--- src/rtl/core/ccrs_pkg.sv ---
package ccrs_pkg;

    localparam int RES_SLOTS = 4;
    localparam int SLOT_W    = 3;
    localparam int PEND_DEPTH = 3;

    localparam logic [23:0] DEFAULT_RGB_RESET = 24'hFFFFFF;

    localparam logic [7:0] SIGN_BYTE   = 8'hA7;
    localparam logic [20:0] SIGN_CP    = 21'h0000A7;
    localparam logic [7:0] CONT_MASK   = 8'hC0;
    localparam logic [7:0] CONT_TAG    = 8'h80;
    localparam logic [7:0] LEAD2_MASK  = 8'hE0;
    localparam logic [7:0] LEAD2_TAG   = 8'hC0;
    localparam logic [7:0] LEAD3_MASK  = 8'hF0;
    localparam logic [7:0] LEAD3_TAG   = 8'hE0;
    localparam logic [7:0] LEAD4_MASK  = 8'hF8;
    localparam logic [7:0] LEAD4_TAG   = 8'hF0;

    localparam logic [2:0] SEQ_NONE = 3'd0;
    localparam logic [2:0] SEQ_LEN2 = 3'd2;
    localparam logic [2:0] SEQ_LEN3 = 3'd3;
    localparam logic [2:0] SEQ_LEN4 = 3'd4;

    localparam logic [7:0] CH_ZERO     = 8'h30;
    localparam logic [7:0] CH_NINE     = 8'h39;
    localparam logic [7:0] CH_UPPER_A  = 8'h41;
    localparam logic [7:0] CH_UPPER_Z  = 8'h5A;
    localparam logic [7:0] CH_LOWER_A  = 8'h61;
    localparam logic [7:0] CH_LOWER_F  = 8'h66;
    localparam logic [7:0] CH_LOWER_R  = 8'h72;
    localparam logic [7:0] CASE_OFFSET = 8'h20;
    localparam logic [3:0] LETTER_BASE = 4'd9;

    localparam logic [23:0] COLOR_TABLE [16] = '{
        24'h000000, 24'h0000AA, 24'h00AA00, 24'h00AAAA,
        24'hAA0000, 24'hAA00AA, 24'hFFAA00, 24'hAAAAAA,
        24'h555555, 24'h5555FF, 24'h55FF55, 24'h55FFFF,
        24'hFF5555, 24'hFF55FF, 24'hFFFF55, 24'hFFFFFF
    };

    typedef enum logic [1:0] {
        OP_NONE = 2'b00,
        OP_EMIT = 2'b01,
        OP_LEAD = 2'b10
    } t_slot_op;

    typedef struct packed {
        logic [7:0] text_byte;
        logic       line_end;
    } t_in_item;

    typedef struct packed {
        logic        has_byte;
        logic [7:0]  plain_byte;
        logic [23:0] color_rgb;
        logic        run_start;
        logic [15:0] plain_count;
        logic        line_done;
    } t_out_item;

    typedef struct packed {
        logic        awaiting;
        logic [23:0] color;
        logic        new_run;
    } t_chain;

    typedef struct packed {
        logic [1:0] pend_count;
        logic [2:0] exp_len;
        t_chain     chain;
    } t_line_state;

    localparam t_line_state LINE_STATE_RESET = '{
        pend_count: 2'd0,
        exp_len:    SEQ_NONE,
        chain:      '{awaiting: 1'b0, color: DEFAULT_RGB_RESET, new_run: 1'b1}
    };

endpackage

--- src/rtl/core/ccrs_step.sv ---
module ccrs_step
    import ccrs_pkg::*;
#(
    parameter int COUNT_BITS = 16
) (
    input  t_slot_op              i_op,
    input  logic [7:0]            i_byte,
    input  logic                  i_line_end,
    input  logic [23:0]           i_default_rgb,
    input  t_chain                i_chain,
    input  logic [COUNT_BITS-1:0] i_count,
    output t_chain                o_chain,
    output logic [COUNT_BITS-1:0] o_count,
    output logic                  o_emit,
    output t_out_item             o_item,
    output logic                  o_open,
    output logic [2:0]            o_open_len
);

    logic [7:0] lc;
    logic [2:0] lead_len;

    assign lc = (i_byte >= CH_UPPER_A && i_byte <= CH_UPPER_Z) ? i_byte + CASE_OFFSET : i_byte;

    always_comb begin
        if ((i_byte & LEAD2_MASK) == LEAD2_TAG) begin
            lead_len = SEQ_LEN2;
        end else if ((i_byte & LEAD3_MASK) == LEAD3_TAG) begin
            lead_len = SEQ_LEN3;
        end else if ((i_byte & LEAD4_MASK) == LEAD4_TAG) begin
            lead_len = SEQ_LEN4;
        end else begin
            lead_len = SEQ_NONE;
        end
    end

    always_comb begin
        o_chain    = i_chain;
        o_count    = i_count;
        o_emit     = 1'b0;
        o_open     = 1'b0;
        o_open_len = SEQ_NONE;
        case (i_op)
            OP_EMIT: begin
                o_emit = 1'b1;
            end
            OP_LEAD: begin
                if (i_chain.awaiting) begin
                    o_chain.awaiting = 1'b0;
                    if (!i_chain.new_run) begin
                        o_chain.color = i_default_rgb;
                    end
                    o_chain.new_run = 1'b1;
                    if (lc == CH_LOWER_R) begin
                        o_chain.color = i_default_rgb;
                    end else if (lc >= CH_ZERO && lc <= CH_NINE) begin
                        o_chain.color = COLOR_TABLE[lc[3:0]];
                    end else if (lc >= CH_LOWER_A && lc <= CH_LOWER_F) begin
                        o_chain.color = COLOR_TABLE[lc[3:0] + LETTER_BASE];
                    end
                end else if (i_byte < CONT_TAG) begin
                    o_emit = 1'b1;
                end else if (lead_len != SEQ_NONE) begin
                    if (i_line_end) begin
                        o_emit = 1'b1;
                    end else begin
                        o_open     = 1'b1;
                        o_open_len = lead_len;
                    end
                end else if (i_byte == SIGN_BYTE) begin
                    o_chain.awaiting = 1'b1;
                end else begin
                    o_emit = 1'b1;
                end
            end
            default: begin
            end
        endcase
        if (o_emit) begin
            if (i_count != '1) begin
                o_count = i_count + COUNT_BITS'(1);
            end
            o_chain.new_run = 1'b0;
        end
    end

    always_comb begin
        o_item.has_byte    = 1'b1;
        o_item.plain_byte  = i_byte;
        o_item.color_rgb   = i_chain.color;
        o_item.run_start   = i_chain.new_run;
        o_item.plain_count = 16'(o_count);
        o_item.line_done   = 1'b0;
    end

endmodule

--- src/rtl/core/ccrs_decode.sv ---
module ccrs_decode
    import ccrs_pkg::*;
#(
    parameter int COUNT_BITS = 16
) (
    input  t_in_item                     i_item,
    input  t_line_state                  i_state,
    input  logic [7:0]                   i_pend [PEND_DEPTH],
    input  logic [COUNT_BITS-1:0]        i_count,
    input  logic [23:0]                  i_default_rgb,
    output t_out_item [RES_SLOTS-1:0]    o_results,
    output logic [SLOT_W-1:0]            o_nres,
    output t_line_state                  o_state,
    output logic [7:0]                   o_pend [PEND_DEPTH],
    output logic [COUNT_BITS-1:0]        o_count
);

    logic [7:0]            b;
    logic                  e;
    logic [1:0]            pc;
    logic [2:0]            el;
    logic                  is_cont;
    logic                  complete;
    logic                  sign_hit;
    logic                  append;
    logic [20:0]           cp;
    t_slot_op              op [RES_SLOTS];
    logic [7:0]            sb [RES_SLOTS];
    t_chain                chain [RES_SLOTS+1];
    logic [COUNT_BITS-1:0] cnt [RES_SLOTS+1];
    logic                  emit [RES_SLOTS];
    t_out_item             item [RES_SLOTS];
    logic                  open [RES_SLOTS];
    logic [2:0]            open_len [RES_SLOTS];
    logic [SLOT_W-1:0]     n;
    logic                  open_any;
    logic [7:0]            open_b;
    logic [2:0]            open_l;

    assign b        = i_item.text_byte;
    assign e        = i_item.line_end;
    assign pc       = i_state.pend_count;
    assign el       = i_state.exp_len;
    assign is_cont  = (b & CONT_MASK) == CONT_TAG;
    assign complete = (pc != 2'd0) && is_cont && ((3'(pc) + 3'd1) >= el);

    always_comb begin
        case (el)
            SEQ_LEN2: cp = 21'({i_pend[0][4:0], b[5:0]});
            SEQ_LEN3: cp = 21'({i_pend[0][3:0], i_pend[1][5:0], b[5:0]});
            default:  cp = {i_pend[0][2:0], i_pend[1][5:0], i_pend[2][5:0], b[5:0]};
        endcase
    end

    always_comb begin
        sign_hit = 1'b0;
        append   = 1'b0;
        for (int i = 0; i < RES_SLOTS; i++) begin
            op[i] = OP_NONE;
        end
        sb[0] = i_pend[0];
        sb[1] = i_pend[1];
        sb[2] = i_pend[2];
        sb[3] = b;
        if (pc == 2'd0) begin
            op[3] = OP_LEAD;
        end else if (!is_cont || (e && !complete)) begin
            op[0] = OP_EMIT;
            op[1] = (pc >= 2'd2) ? OP_LEAD : OP_NONE;
            op[2] = (pc == 2'd3) ? OP_LEAD : OP_NONE;
            op[3] = OP_LEAD;
        end else if (complete) begin
            if (cp == SIGN_CP) begin
                sign_hit = 1'b1;
            end else begin
                op[0] = OP_EMIT;
                op[1] = (pc >= 2'd2) ? OP_EMIT : OP_NONE;
                op[2] = (pc == 2'd3) ? OP_EMIT : OP_NONE;
                op[3] = OP_EMIT;
            end
        end else begin
            append = 1'b1;
        end
    end

    assign chain[0] = i_state.chain;
    assign cnt[0]   = i_count;

    for (genvar g = 0; g < RES_SLOTS; g++) begin : g_slot
        ccrs_step #(
            .COUNT_BITS (COUNT_BITS)
        ) u_step (
            .i_op          (op[g]),
            .i_byte        (sb[g]),
            .i_line_end    (e),
            .i_default_rgb (i_default_rgb),
            .i_chain       (chain[g]),
            .i_count       (cnt[g]),
            .o_chain       (chain[g+1]),
            .o_count       (cnt[g+1]),
            .o_emit        (emit[g]),
            .o_item        (item[g]),
            .o_open        (open[g]),
            .o_open_len    (open_len[g])
        );
    end

    always_comb begin
        open_any = 1'b0;
        open_b   = '0;
        open_l   = SEQ_NONE;
        for (int i = 0; i < RES_SLOTS; i++) begin
            if (open[i]) begin
                open_any = 1'b1;
                open_b   = sb[i];
                open_l   = open_len[i];
            end
        end
    end

    always_comb begin
        o_results = '0;
        n         = '0;
        for (int i = 0; i < RES_SLOTS; i++) begin
            if (emit[i]) begin
                o_results[n[1:0]] = item[i];
                n = n + SLOT_W'(1);
            end
        end
        if (e) begin
            if (n == '0) begin
                o_results[0].plain_count = 16'(cnt[RES_SLOTS]);
                n = SLOT_W'(1);
            end
            o_results[2'(n - SLOT_W'(1))].line_done = 1'b1;
        end
        o_nres = n;
    end

    always_comb begin
        o_pend  = i_pend;
        o_state = i_state;
        o_count = cnt[RES_SLOTS];
        if (e) begin
            o_state = LINE_STATE_RESET;
            o_state.chain.color = i_default_rgb;
            o_count = '0;
        end else begin
            o_state.chain = chain[RES_SLOTS];
            if (sign_hit) begin
                o_state.chain.awaiting = 1'b1;
            end
            if (open_any) begin
                o_pend[0]          = open_b;
                o_state.pend_count = 2'd1;
                o_state.exp_len    = open_l;
            end else if (append) begin
                o_pend[pc]         = b;
                o_state.pend_count = pc + 2'd1;
            end else begin
                o_state.pend_count = 2'd0;
                o_state.exp_len    = SEQ_NONE;
            end
        end
    end

endmodule

--- src/rtl/core/utf8_color_code_run_splitter.sv ---
// Path: accepted items are registered in the input stage; decoded results are
// registered in the four-slot result bank. Throughput: 1 item per cycle while each
// item gives at most one result and the output is not stalled; an item with up to 4
// results holds the input while the single output port drains the bank.
// Reset: synchronous, active-low i_rst_n empties both stages, clears the line
// state and sets default_rgb and the current colour to FFFFFF.
module utf8_color_code_run_splitter
    import ccrs_pkg::*;
#(
    parameter int COUNT_BITS = 16
) (
    input  logic        i_clk,
    input  logic        i_rst_n,
    input  logic        i_in_valid,
    output logic        o_in_stall,
    input  t_in_item    i_in_item,
    output logic        o_out_valid,
    input  logic        i_out_stall,
    output t_out_item   o_out_item,
    input  logic        i_cfg_valid,
    output logic        o_cfg_ready,
    input  logic [23:0] i_cfg_data
);

    logic                          r_in_valid;
    logic                          n_in_valid;
    t_in_item                      r_in;
    t_line_state                   r_state;
    t_line_state                   n_state;
    logic [7:0]                    r_pend [PEND_DEPTH];
    logic [7:0]                    n_pend [PEND_DEPTH];
    logic [COUNT_BITS-1:0]         r_count;
    logic [COUNT_BITS-1:0]         n_count;
    logic [23:0]                   r_default_rgb;
    t_out_item [RES_SLOTS-1:0]     r_bank;
    t_out_item [RES_SLOTS-1:0]     n_bank;
    logic [SLOT_W-1:0]             r_bank_n;
    logic [SLOT_W-1:0]             n_bank_n;
    t_out_item [RES_SLOTS-1:0]     dec_results;
    logic [SLOT_W-1:0]             dec_nres;

    logic accept;
    logic pop;
    logic bank_free;
    logic load;

    assign o_out_valid = r_bank_n != '0;
    assign o_out_item  = r_bank[0];
    assign o_cfg_ready = 1'b1;

    assign pop        = o_out_valid && !i_out_stall;
    assign bank_free  = (r_bank_n == '0) || ((r_bank_n == SLOT_W'(1)) && pop);
    assign load       = r_in_valid && bank_free;
    assign o_in_stall = r_in_valid && !load;
    assign accept     = i_in_valid && !o_in_stall;
    assign n_in_valid = accept || (r_in_valid && !load);

    ccrs_decode #(
        .COUNT_BITS (COUNT_BITS)
    ) u_decode (
        .i_item        (r_in),
        .i_state       (r_state),
        .i_pend        (r_pend),
        .i_count       (r_count),
        .i_default_rgb (r_default_rgb),
        .o_results     (dec_results),
        .o_nres        (dec_nres),
        .o_state       (n_state),
        .o_pend        (n_pend),
        .o_count       (n_count)
    );

    always_comb begin
        n_bank   = r_bank;
        n_bank_n = r_bank_n;
        if (load) begin
            n_bank   = dec_results;
            n_bank_n = dec_nres;
        end else if (pop) begin
            n_bank   = r_bank >> $bits(t_out_item);
            n_bank_n = r_bank_n - SLOT_W'(1);
        end
    end

    always_ff @(posedge i_clk) begin
        if (!i_rst_n) begin
            r_in_valid    <= 1'b0;
            r_bank_n      <= '0;
            r_state       <= LINE_STATE_RESET;
            r_count       <= '0;
            r_default_rgb <= DEFAULT_RGB_RESET;
        end else begin
            r_in_valid <= n_in_valid;
            r_bank_n   <= n_bank_n;
            if (load) begin
                r_state <= n_state;
                r_count <= n_count;
            end
            if (i_cfg_valid && o_cfg_ready) begin
                r_default_rgb <= i_cfg_data;
            end
        end
    end

    always_ff @(posedge i_clk) begin
        if (accept) begin
            r_in <= i_in_item;
        end
        if (load) begin
            r_pend <= n_pend;
        end
        r_bank <= n_bank;
    end

endmodule

--- config.mk ---
export PLATFORM = sky130hd
export DESIGN_NAME = utf8_color_code_run_splitter
export DESIGN_NICKNAME = d
export VERILOG_FILES = /design/src/rtl/core/ccrs_pkg.sv /design/src/rtl/core/ccrs_step.sv /design/src/rtl/core/ccrs_decode.sv /design/src/rtl/core/utf8_color_code_run_splitter.sv
export SDC_FILE = /design/constraint.sdc
export NUM_CORES = 1
export LEC_CHECK = 0
export BUFFER_PORTS_ARGS = -buffer_cell sky130_fd_sc_hd__buf_4
export CORE_ASPECT_RATIO = 0.75
export CORE_MARGIN = 5
export CORE_UTILIZATION = 60
export CTS_BUF_LIST = sky130_fd_sc_hd__clkbuf_4 sky130_fd_sc_hd__clkbuf_8
export DETAILED_ROUTE_END_ITERATION = 10
export PLACE_DENSITY_LB_ADDON = 0.08
export SYNTH_ARGS = -nofsm -noshare
export SYNTH_HDL_FRONTEND = slang
export SYNTH_HIERARCHICAL = 1
export SYNTH_SLANG_ARGS = --single-unit
--- constraint.sdc ---
create_clock -name i_clk -period 10.1 [get_ports i_clk]
set_input_delay 1.515 -clock i_clk [delete_from_list [all_inputs] [get_ports i_clk]]
set_output_delay 1.515 -clock i_clk [all_outputs]
set_load 0.02 [all_outputs]
# Word-level counts from Yosys, hierarchy flattened
# Memory sizes are Yosys's and may differ from the RTL's.
# Index checks and enable logic that the tools add are counted.
# W data, S select, Z words.
# word_totals
regBits	312
romBits	3072
out_inout_bits	54
wordCells	419
inputBits	38
memories	8
# mem_list
memory	depth	width	read_ports	rd_ports_with_merged_regs	write_ports	line	rtl
(name not given)	16	24	1	0	0	ccrs_step.sv:59	o_chain.color = COLOR_TABLE[lc[3:0] + LETTER_BASE];
(name not given)	16	24	1	0	0	ccrs_step.sv:57	o_chain.color = COLOR_TABLE[lc[3:0]];
(name not given)	16	24	1	0	0	ccrs_step.sv:59	
(name not given)	16	24	1	0	0	ccrs_step.sv:57	
(name not given)	16	24	1	0	0	ccrs_step.sv:59	
(name not given)	16	24	1	0	0	ccrs_step.sv:57	
2 more memories	n/a	n/a	n/a	n/a	n/a	n/a	
# classes
n_mux	208
n_lt_le_gt_ge	48
eq_ne	40
reduce_logical	47
bitwise_logic	11
addsub	19
# ops
cell	count
$mux W204	6
$bwmux W204	4
$mux W24	33
$demux W51 S2	4
$mux W51	4
$mux W16	11
$mux W3	41
$mux W26	4
$mux W25	4
$mux W8	11
$mux W1	70
$add A16 B1 Y16 const B	4
$ge A8 B7 Y1 const B	8
$le A8 B7 Y1 const B	8
$ne A16 B16 Y1 const B	4
$pmux W21 S2	1
$ge A5 B5 Y1 const B	8
$not A4 Y5	8
$add A8 B6 Y8 const B	4
$eq A8 B7 Y1 const B	4
$eq A8 B8 Y1 const B	4
$ge A8 B6 Y1 const B	4
$le A8 B6 Y1 const B	4
$lt A8 B8 Y1 const B	4
other kinds (44)	116

# Longest topological paths before layout
# Gate-level depths: netlist (run 1).
# logic_depth
word_depth	41
ltp_mapped	43
depth_no_buf	39

# Modules after synthesis
# The synthesis (run 1) kept the hierarchy.
# modules_own_cells
mod	cells_each	seq_area_each_um2	instances	area_each_um2
utf8_color_code_run_splitter	1154	8618.3	1	12508.2
ccrs_decode	808	0.0	1	5172.5
ccrs_step at u_decode.g_slot[3].u_step	321	0.0	1	2323.5
ccrs_step at u_decode.g_slot[0].u_step	347	0.0	1	2282.2
ccrs_step at u_decode.g_slot[1].u_step	327	0.0	1	2213.4
ccrs_step at u_decode.g_slot[2].u_step	300	0.0	1	2043.2

# Least setup slack after synthesis (run 1)
# Ideal clock, no wire load.
# synth_path
path_type	register to register
start	reg r_state[29] (netlist name)
end	reg r_bank (netlist bit o_out_item[16]), data pin
stages_incl_launch_ff	40
n_path_buf	4
slack_ns	1.693
t_arrival_ns	8.154
setup_ns	0.252
synth_period_minus_slack_ns	8.407
required_time_ns	9.848
cell_sequence	dfxtp_1 inv_1 ha_1 ha_1 and2_1 a21oi_1 nand2_1 a31o_2 nand2_1 inv_1 ha_1 nor4_1 buf_2 xor2_1 ha_1 nand3_2 or4_1 or2_4 [... 4 more ...] and4_1 and3_1 nand3_1 nor3_1 clkbuf_1 nor3_1 xor2_1 and4_1 and4_1 nand3_1 nor4_1 mux2_1 buf_4 nand2_1 o21ai_0 mux2_2 nand2_1 nand2_1
# synth_rtl
item	line	rtl
start, declared	utf8_color_code_run_splitter.sv:28	t_line_state r_state;
start signal, assigned	utf8_color_code_run_splitter.sv:96	r_state <= n_state;
end signal, assigned	utf8_color_code_run_splitter.sv:112	r_bank <= n_bank;
end, declared	utf8_color_code_run_splitter.sv:35	t_out_item [RES_SLOTS-1:0] r_bank;

==> results of run 1 <==
[layer usage]
layer / vias up / GRT usage (%) / wire length (um)
li1: 10807 / - / -
met1: 11411 / 45.6 / 34600
met2: 1471 / 50.5 / 35400
met3: 324 / 6.63 / 8900
met4: 0 / 17.7 / 4970
met5: - / 0 / 0
[cells in the final DEF, fill, tap and decap left out, drive strengths merged, types with 24 or more instances in the layout]
cell,Yosys,layout
nor3,51,51
a22oi,53,53
a21boi,24,24
o22ai,45,45
a21oi,66,66
mux2i,94,94
nor2b,54,54
buf,342,143
and3,30,30
ha,52,52
xor2,30,30
and2,75,75
edfxtp,237,237
clkbuf,140,75
inv,64,65
nand2b,43,43
dfxtp,75,75
a211oi,36,36
mux2,92,92
a221o,40,40
a221oi,32,32
nand3,77,77
o21ai,226,226
nand2,814,814
a22o,101,101
nor4,27,27
nor2,89,89
[worst max-delay path by stage]
stage               slack [ns]  cells after the start        endpoint
finish                    0.59                     38   o_out_item[2]
detailed placement        0.79                     38   o_out_item[2]
global placement          1.14                     38   o_out_item[2]
floorplan                 1.69                     39  o_out_item[16]
global route             0.003                     38   o_out_item[2]
CTS                       0.76                     38   o_out_item[2]
[power by group through the flow]
stage	Combinational, uW	Clock (uW)	Sequential [uW]
floorplan	1820	0	2270
global placement	2070	0	2290
detailed placement	2110	0	2310
CTS	2120	1360	2290
global route	2330	1430	2330
finish	2130	1340	2280
[cell type report]
type	count	area (sq um)
sequential	312	8620
fill	3846	16800
inverter	64	248
clock buffer	75	938
tap	578	723
clock inverter	23	283
multi-input combinational	2400	14800
timing repair buffer	143	1100
[stage by stage]
stage | worst slack [ns] | hold WS, ns | util [%]
2_1_floorplan | 1.69 | 0.456 | -
5_1_grt | 0.00261 | 0.518 | 61.5
3_3_place_gp | 1.14 | 0.485 | 58.6
6_report | 0.594 | 0.500 | 61.5
3_5_place_dp | 0.795 | 0.482 | 58.6
4_1_cts | 0.760 | 0.502 | 61.4
[kinds of logic (layout without fill, tap and decap cells)]
kind of cell | after synthesis | count (layout) | synth area share (%)
adders and majority gates | 52 | 52 | 2.45
xor gates and xnor gates | 48 | 48 | 1.58
other | 10 | 11 | 0.141
and+or+nand+nor | 1341 | 1341 | 23.6
DFF | 312 | 312 | 32.5
muxes | 186 | 186 | 7.46
AOI/OAI and AO/OA | 762 | 762 | 20.4
buffers and inverters | 546 | 305 | 11.9
[state kept, by name (all words and copies together) (netlist names)]
signal	count
r_pend	24
r_state	31
r_in	9
r_default_rgb	24
r_bank_n	3
r_bank	153
o_out_item	51
r_count	16
r_in_valid	1
[tightest hold or removal path: stages, from the launching register on]
cell and delay (ns):
dfxtp_1 0.33, nand2_1 0.06, a21boi_0 0.06
[cells in the mapped netlist, types with 32 or more instances]
library cell,instances,share of area (%)
a211oi_1,33,0.93
a21oi_1,66,1.2
a221o_1,40,1.5
a221oi_1,32,1.1
a22o_1,101,3.3
a22oi_1,53,1.5
and2_1,69,1.6
buf_2,62,1.2
buf_4,264,7.5
clkbuf_1,140,2.0
dfxtp_1,75,5.7
edfxtp_1,237,27
ha_1,52,2.5
inv_1,63,0.89
mux2_2,83,3.5
mux2i_1,94,3.5
nand2_1,811,11
nand2b_1,43,1.0
nand3_1,75,1.4
nor2_1,89,1.3
nor2b_1,53,1.2
nor3_1,42,0.79
o21ai_0,213,4.0
o22ai_1,45,1.1
==> reports/metrics.cfg, run 1 <==
[cts]
ctsResizeCount=0
tritoncts=built
clk_pin_slew_worst_paths_ns=0.07
cts_buffer_depth=3
post_cts_buffers=0
clk_latency_ns=0.67
hold_buffers=0
htreeDepth=2
cts_made_buffers=52
root_buffer=clkbuf_8
cts.sinks=312

[run_status]
outcome=finished, violations left
violations=slew limit

[yosys]
syn_inst=3257
synth.distinct_cells=109
ys.flop_type=edfxtp_1
syn_avg_cell_area_sq_um=8.15
postSynthRegisterBits=312
synth_async_sr_flop_share_pct=0
ys_seq_area_share_pct=32.5
yosysWarningCount=6
synthesis.area_sq_mm=0.0265
synth-edff-count=237

[final_layout]
drive_above_1_share_pct=13.2
fin_cells=3595
fin_area_sq_mm=0.0268
nNetsFinal=3063
antenna_cells=0
syn2layout_area_growth_pct=0.811

[routing]
drc_errors=0
route.vias.total=24013
vias_per_cell=6.68
avgRoutedWirePerCell_um=23.3
final_antenna_net_count=0
firstDrtPassIters=7
drtIter0Drc=2861
postRouteWirelength_um=83900

[global_route]
antenna_found_initial=0
grt_pass1_wl_um=130000
grt_max_degree=195
grt_pass1_vias=22989
overflow=0
grt_use_total_pct=33.4

[pwr]
combPwrFrac_pct=37.1
p_sw_uw=2190
finalPower_uw=5760
leakagePower_uw=0.0107
power_frac_clock_pct=23.2
sequentialPowerShare_pct=39.7
power_switching_share_pct=38.0
ir_drop_uv=699
p_int_uw=3570
power.density_mw_per_mm2=215

[min_path]
hold_path_end=r_count[9]
hold_path.class=flip-flop to flip-flop
hold_start=r_count[9]
min_path_cells=2

[worst_setup_path]
crit_family=simple AND/OR/NAND/NOR gates
crit_top_cell=nand2_1
cp_slowest_cell=or4_1
worstSetupPathType=flip-flop to flip-flop
arrival_ns=9.90
cp-start-kind=flip-flop
r2r_setup_slack_ns=0.59
crit_required_ns=10.49
slowest_delay_ns=0.62
reg2reg_depth=38
reg2reg_to=o_out_item[2]
cp.buffers_inverters=4
crit_path_max_fanout=12
r2r-start=r_state[29]
crit_start=r_state[29]
crit_path_end_kind=flip-flop

[placed_design]
io_buffers=90
gp_congestion=0.947
dpl.cell_count=3497
dp_hpwl_um=52500
dpl_cell_area_sq_mm=0.0255

[floorplan]
row_count=66
die_h_um=192
initial_core_util_pct=61.0
core_area_sq_mm=0.0435
dieArea_sq_mm=0.0486
die_w_um=253
pin_count=92

[timing]
relSlewSlack_pct=-12.4
setup_violations=0
period_share_pct=94.1
maxSlewViolCount=32
max_freq_ghz=0.105
rsz0062_at_grt=no
final_hold_viol_count=0
finClkSkew_ns=0.0398
tns_ns=0
min_period_ns=9.51
worst_pin_slew_ns=1.69

[run]
cap_viol_max_count=0

(Power assumes the default switching activity.)
==> run 2: changes to the inputs <==
--- a/config.mk
+++ b/config.mk
@@ -8,7 +8,7 @@
 export BUFFER_PORTS_ARGS = -buffer_cell sky130_fd_sc_hd__buf_4
 export CORE_ASPECT_RATIO = 0.75
 export CORE_MARGIN = 5
-export CORE_UTILIZATION = 60
+export CORE_UTILIZATION = 52
 export CTS_BUF_LIST = sky130_fd_sc_hd__clkbuf_4 sky130_fd_sc_hd__clkbuf_8
 export DETAILED_ROUTE_END_ITERATION = 10
 export PLACE_DENSITY_LB_ADDON = 0.08
==> run 2 against run 1 <==
  * The flow still finishes with violations (slew limit)
  * Clock power shrank 13%
  * Total power is 2.6% lower
  * Wire length grew 4.8%
  * Register-to-register slack gained 0.02 ns
  * Non-clock buffer count up 9
  * Global-route usage shrank 3.0 points
  * Critical path depth fell by 1
  * Cell area barely moved
  * Combinational power is essentially flat
  * Sequential power is essentially flat
  * Fmax grew 0.17%
  * Via count is 1.4% lower
  * Largest cell class unchanged
  * Largest power group unchanged
  * Highest routed layer unchanged
==> reports/metrics.cfg, run 2 (synthesis gave the netlist of run 1 again) <==
[worst_setup_path]
cp_slowest_cell=edfxtp_1
crit_top_cell=nand2_1
worstSetupPathType=flip-flop to flip-flop
crit_required_ns=10.52
cp-start-kind=flip-flop
crit_path_end_kind=flip-flop
slowest_delay_ns=0.62
arrival_ns=9.91
crit_path_max_fanout=12

[routing]
final_antenna_net_count=0
postRouteWirelength_um=87900
drtIter0Drc=3001
route.vias.total=23688
firstDrtPassIters=6
avgRoutedWirePerCell_um=23.9
drc_errors=0
vias_per_cell=6.43

[placed_design]
gp_congestion=0.924
dpl.cell_count=3583
io_buffers=90
dp_hpwl_um=53200

[final_layout]
fillers=4802
fin_cells=3683
multiInputGateArea_sq_mm=0.0149
antenna_cells=0
largest_reg_flops=153
layout_commonest_cell=nand2_1
seqCellArea_sq_mm=0.00862
regMostFlops=r_bank
drive_above_1_share_pct=13.6
syn2layout_area_growth_pct=0.896
nNetsFinal=3073
final_cell_mix=nand2_1, edfxtp_1, o21ai_0, buf_4, a22o_1

[timing]
max_freq_ghz=0.105
relSlewSlack_pct=-14.0
tns_ns=0
finClkSkew_ns=0.0854
hold_ws_ns=0.443
worst_pin_slew_ns=1.71
final_hold_viol_count=0
rsz0062_at_grt=no
maxSlewViolCount=32
min_period_ns=9.49
period_share_pct=94.0
setup_violations=0

[global_route]
grt_max_degree=206
grt_use_total_pct=30.5
overflow=0
grt_pass1_wl_um=135000
antenna_found_initial=0
grt_pass1_vias=22398

[cts]
root_buffer=clkbuf_8
clk_latency_ns=0.70
htreeDepth=2
clk_pin_slew_worst_paths_ns=0.07
hold_buffers=0
cts.sinks=312
cts_buffer_depth=3
cts_made_buffers=53
tritoncts=built

[pwr]
ir_drop_uv=169
power_frac_clock_pct=20.9
combPwrFrac_pct=38.5
leakagePower_uw=0.0107
p_int_uw=3380
p_sw_uw=2230
power_switching_share_pct=39.7
sequentialPowerShare_pct=40.6
power.density_mw_per_mm2=209

[min_path]
hold_path.class=flip-flop to flip-flop

[floorplan]
row_count=71
die_h_um=206
dieArea_sq_mm=0.0557
initial_core_util_pct=52.7
pin_count=92
die_w_um=271
core_area_sq_mm=0.0504

[run_status]
violations=slew limit
outcome=finished, violations left

[run]
cap_viol_max_count=0

run 2: cell types whose count changed in the layout (fill, tap and decap cells not counted), sizes merged:
cell,delta
buf,+9
bufinv,-6
clkbuf,-6
clkinv,+6
clkinvlp,+6
run 2: metal layers:
metal | GRT usage, % | up-vias | part of all wire (%)
li1 | - | 10815 | -
met1 | 42.2 | 11335 | 43
met2 | 46.7 | 1256 | 43
met3 | 5.68 | 282 | 9.7
met4 | 13.8 | 0 | 5.0
met5 | 0 | - | 0
run 2: what timing repair did:
action                                  CTS  global route
gates resized for setup                   0             7
endpoints found under the setup margin    0             7
setup buffers                             0             2
run 2: worst paths after layout:
path | from | end | slack (ns) | depth (start not counted)
worst max-delay path | r_pend[5] | o_out_item[8] | 0.61 | 37
worst min-delay path | r_bank[192] | r_bank[141] | 0.44 | 2
worst max register to register | r_pend[5] | o_out_item[8] | 0.61 | 37
worst min register to register | r_bank[192] | r_bank[141] | 0.44 | 2
run 2: through the flow:
step                      utilization [%]  setup WS [ns]  cell area [sq um]  total power [uW]
after global placement               51.0           1.02              25700              4400
after CTS                            53.0          0.715              26700              5630
after global routing                 53.2         0.0664              26800              5960
final                                53.2          0.611              26800              5610
after floorplan                         -           1.69              26500              4090
after detailed placement             51.0          0.802              25700              4440
run 2: cell type report:
| class | count | share of cell area (%) |
|---|---|---|
| multi-input combinational | 2400 | 55.6 |
| sequential | 312 | 32.2 |
| tap | 657 | 3.07 |
| timing repair buffer | 152 | 4.35 |
| inverter | 64 | 0.925 |
| clock buffer | 69 | 3.24 |
| clock inverter | 29 | 0.668 |
run 2: worst max-delay path: cells and delay by family, from the launching register on:
kind	cells	cell delay (ns)
AND/OR/NAND/NOR	21	4.64
AO/OA/AOI/OAI	5	1.05
XOR/XNOR	3	0.98
adder cells (fa/ha/maj)	3	0.73
flip-flops	1	0.62
multiplexers	2	0.62
buffers and inverters	3	0.58
run 2: power by group through the flow:
stage,combinational [uW],clock (uW),sequential [uW]
2_1_floorplan,1820,0,2270
6_report,2160,1170,2280
3_5_place_dp,2140,0,2300
3_3_place_gp,2110,0,2290
4_1_cts,2150,1200,2280
5_1_grt,2370,1260,2330
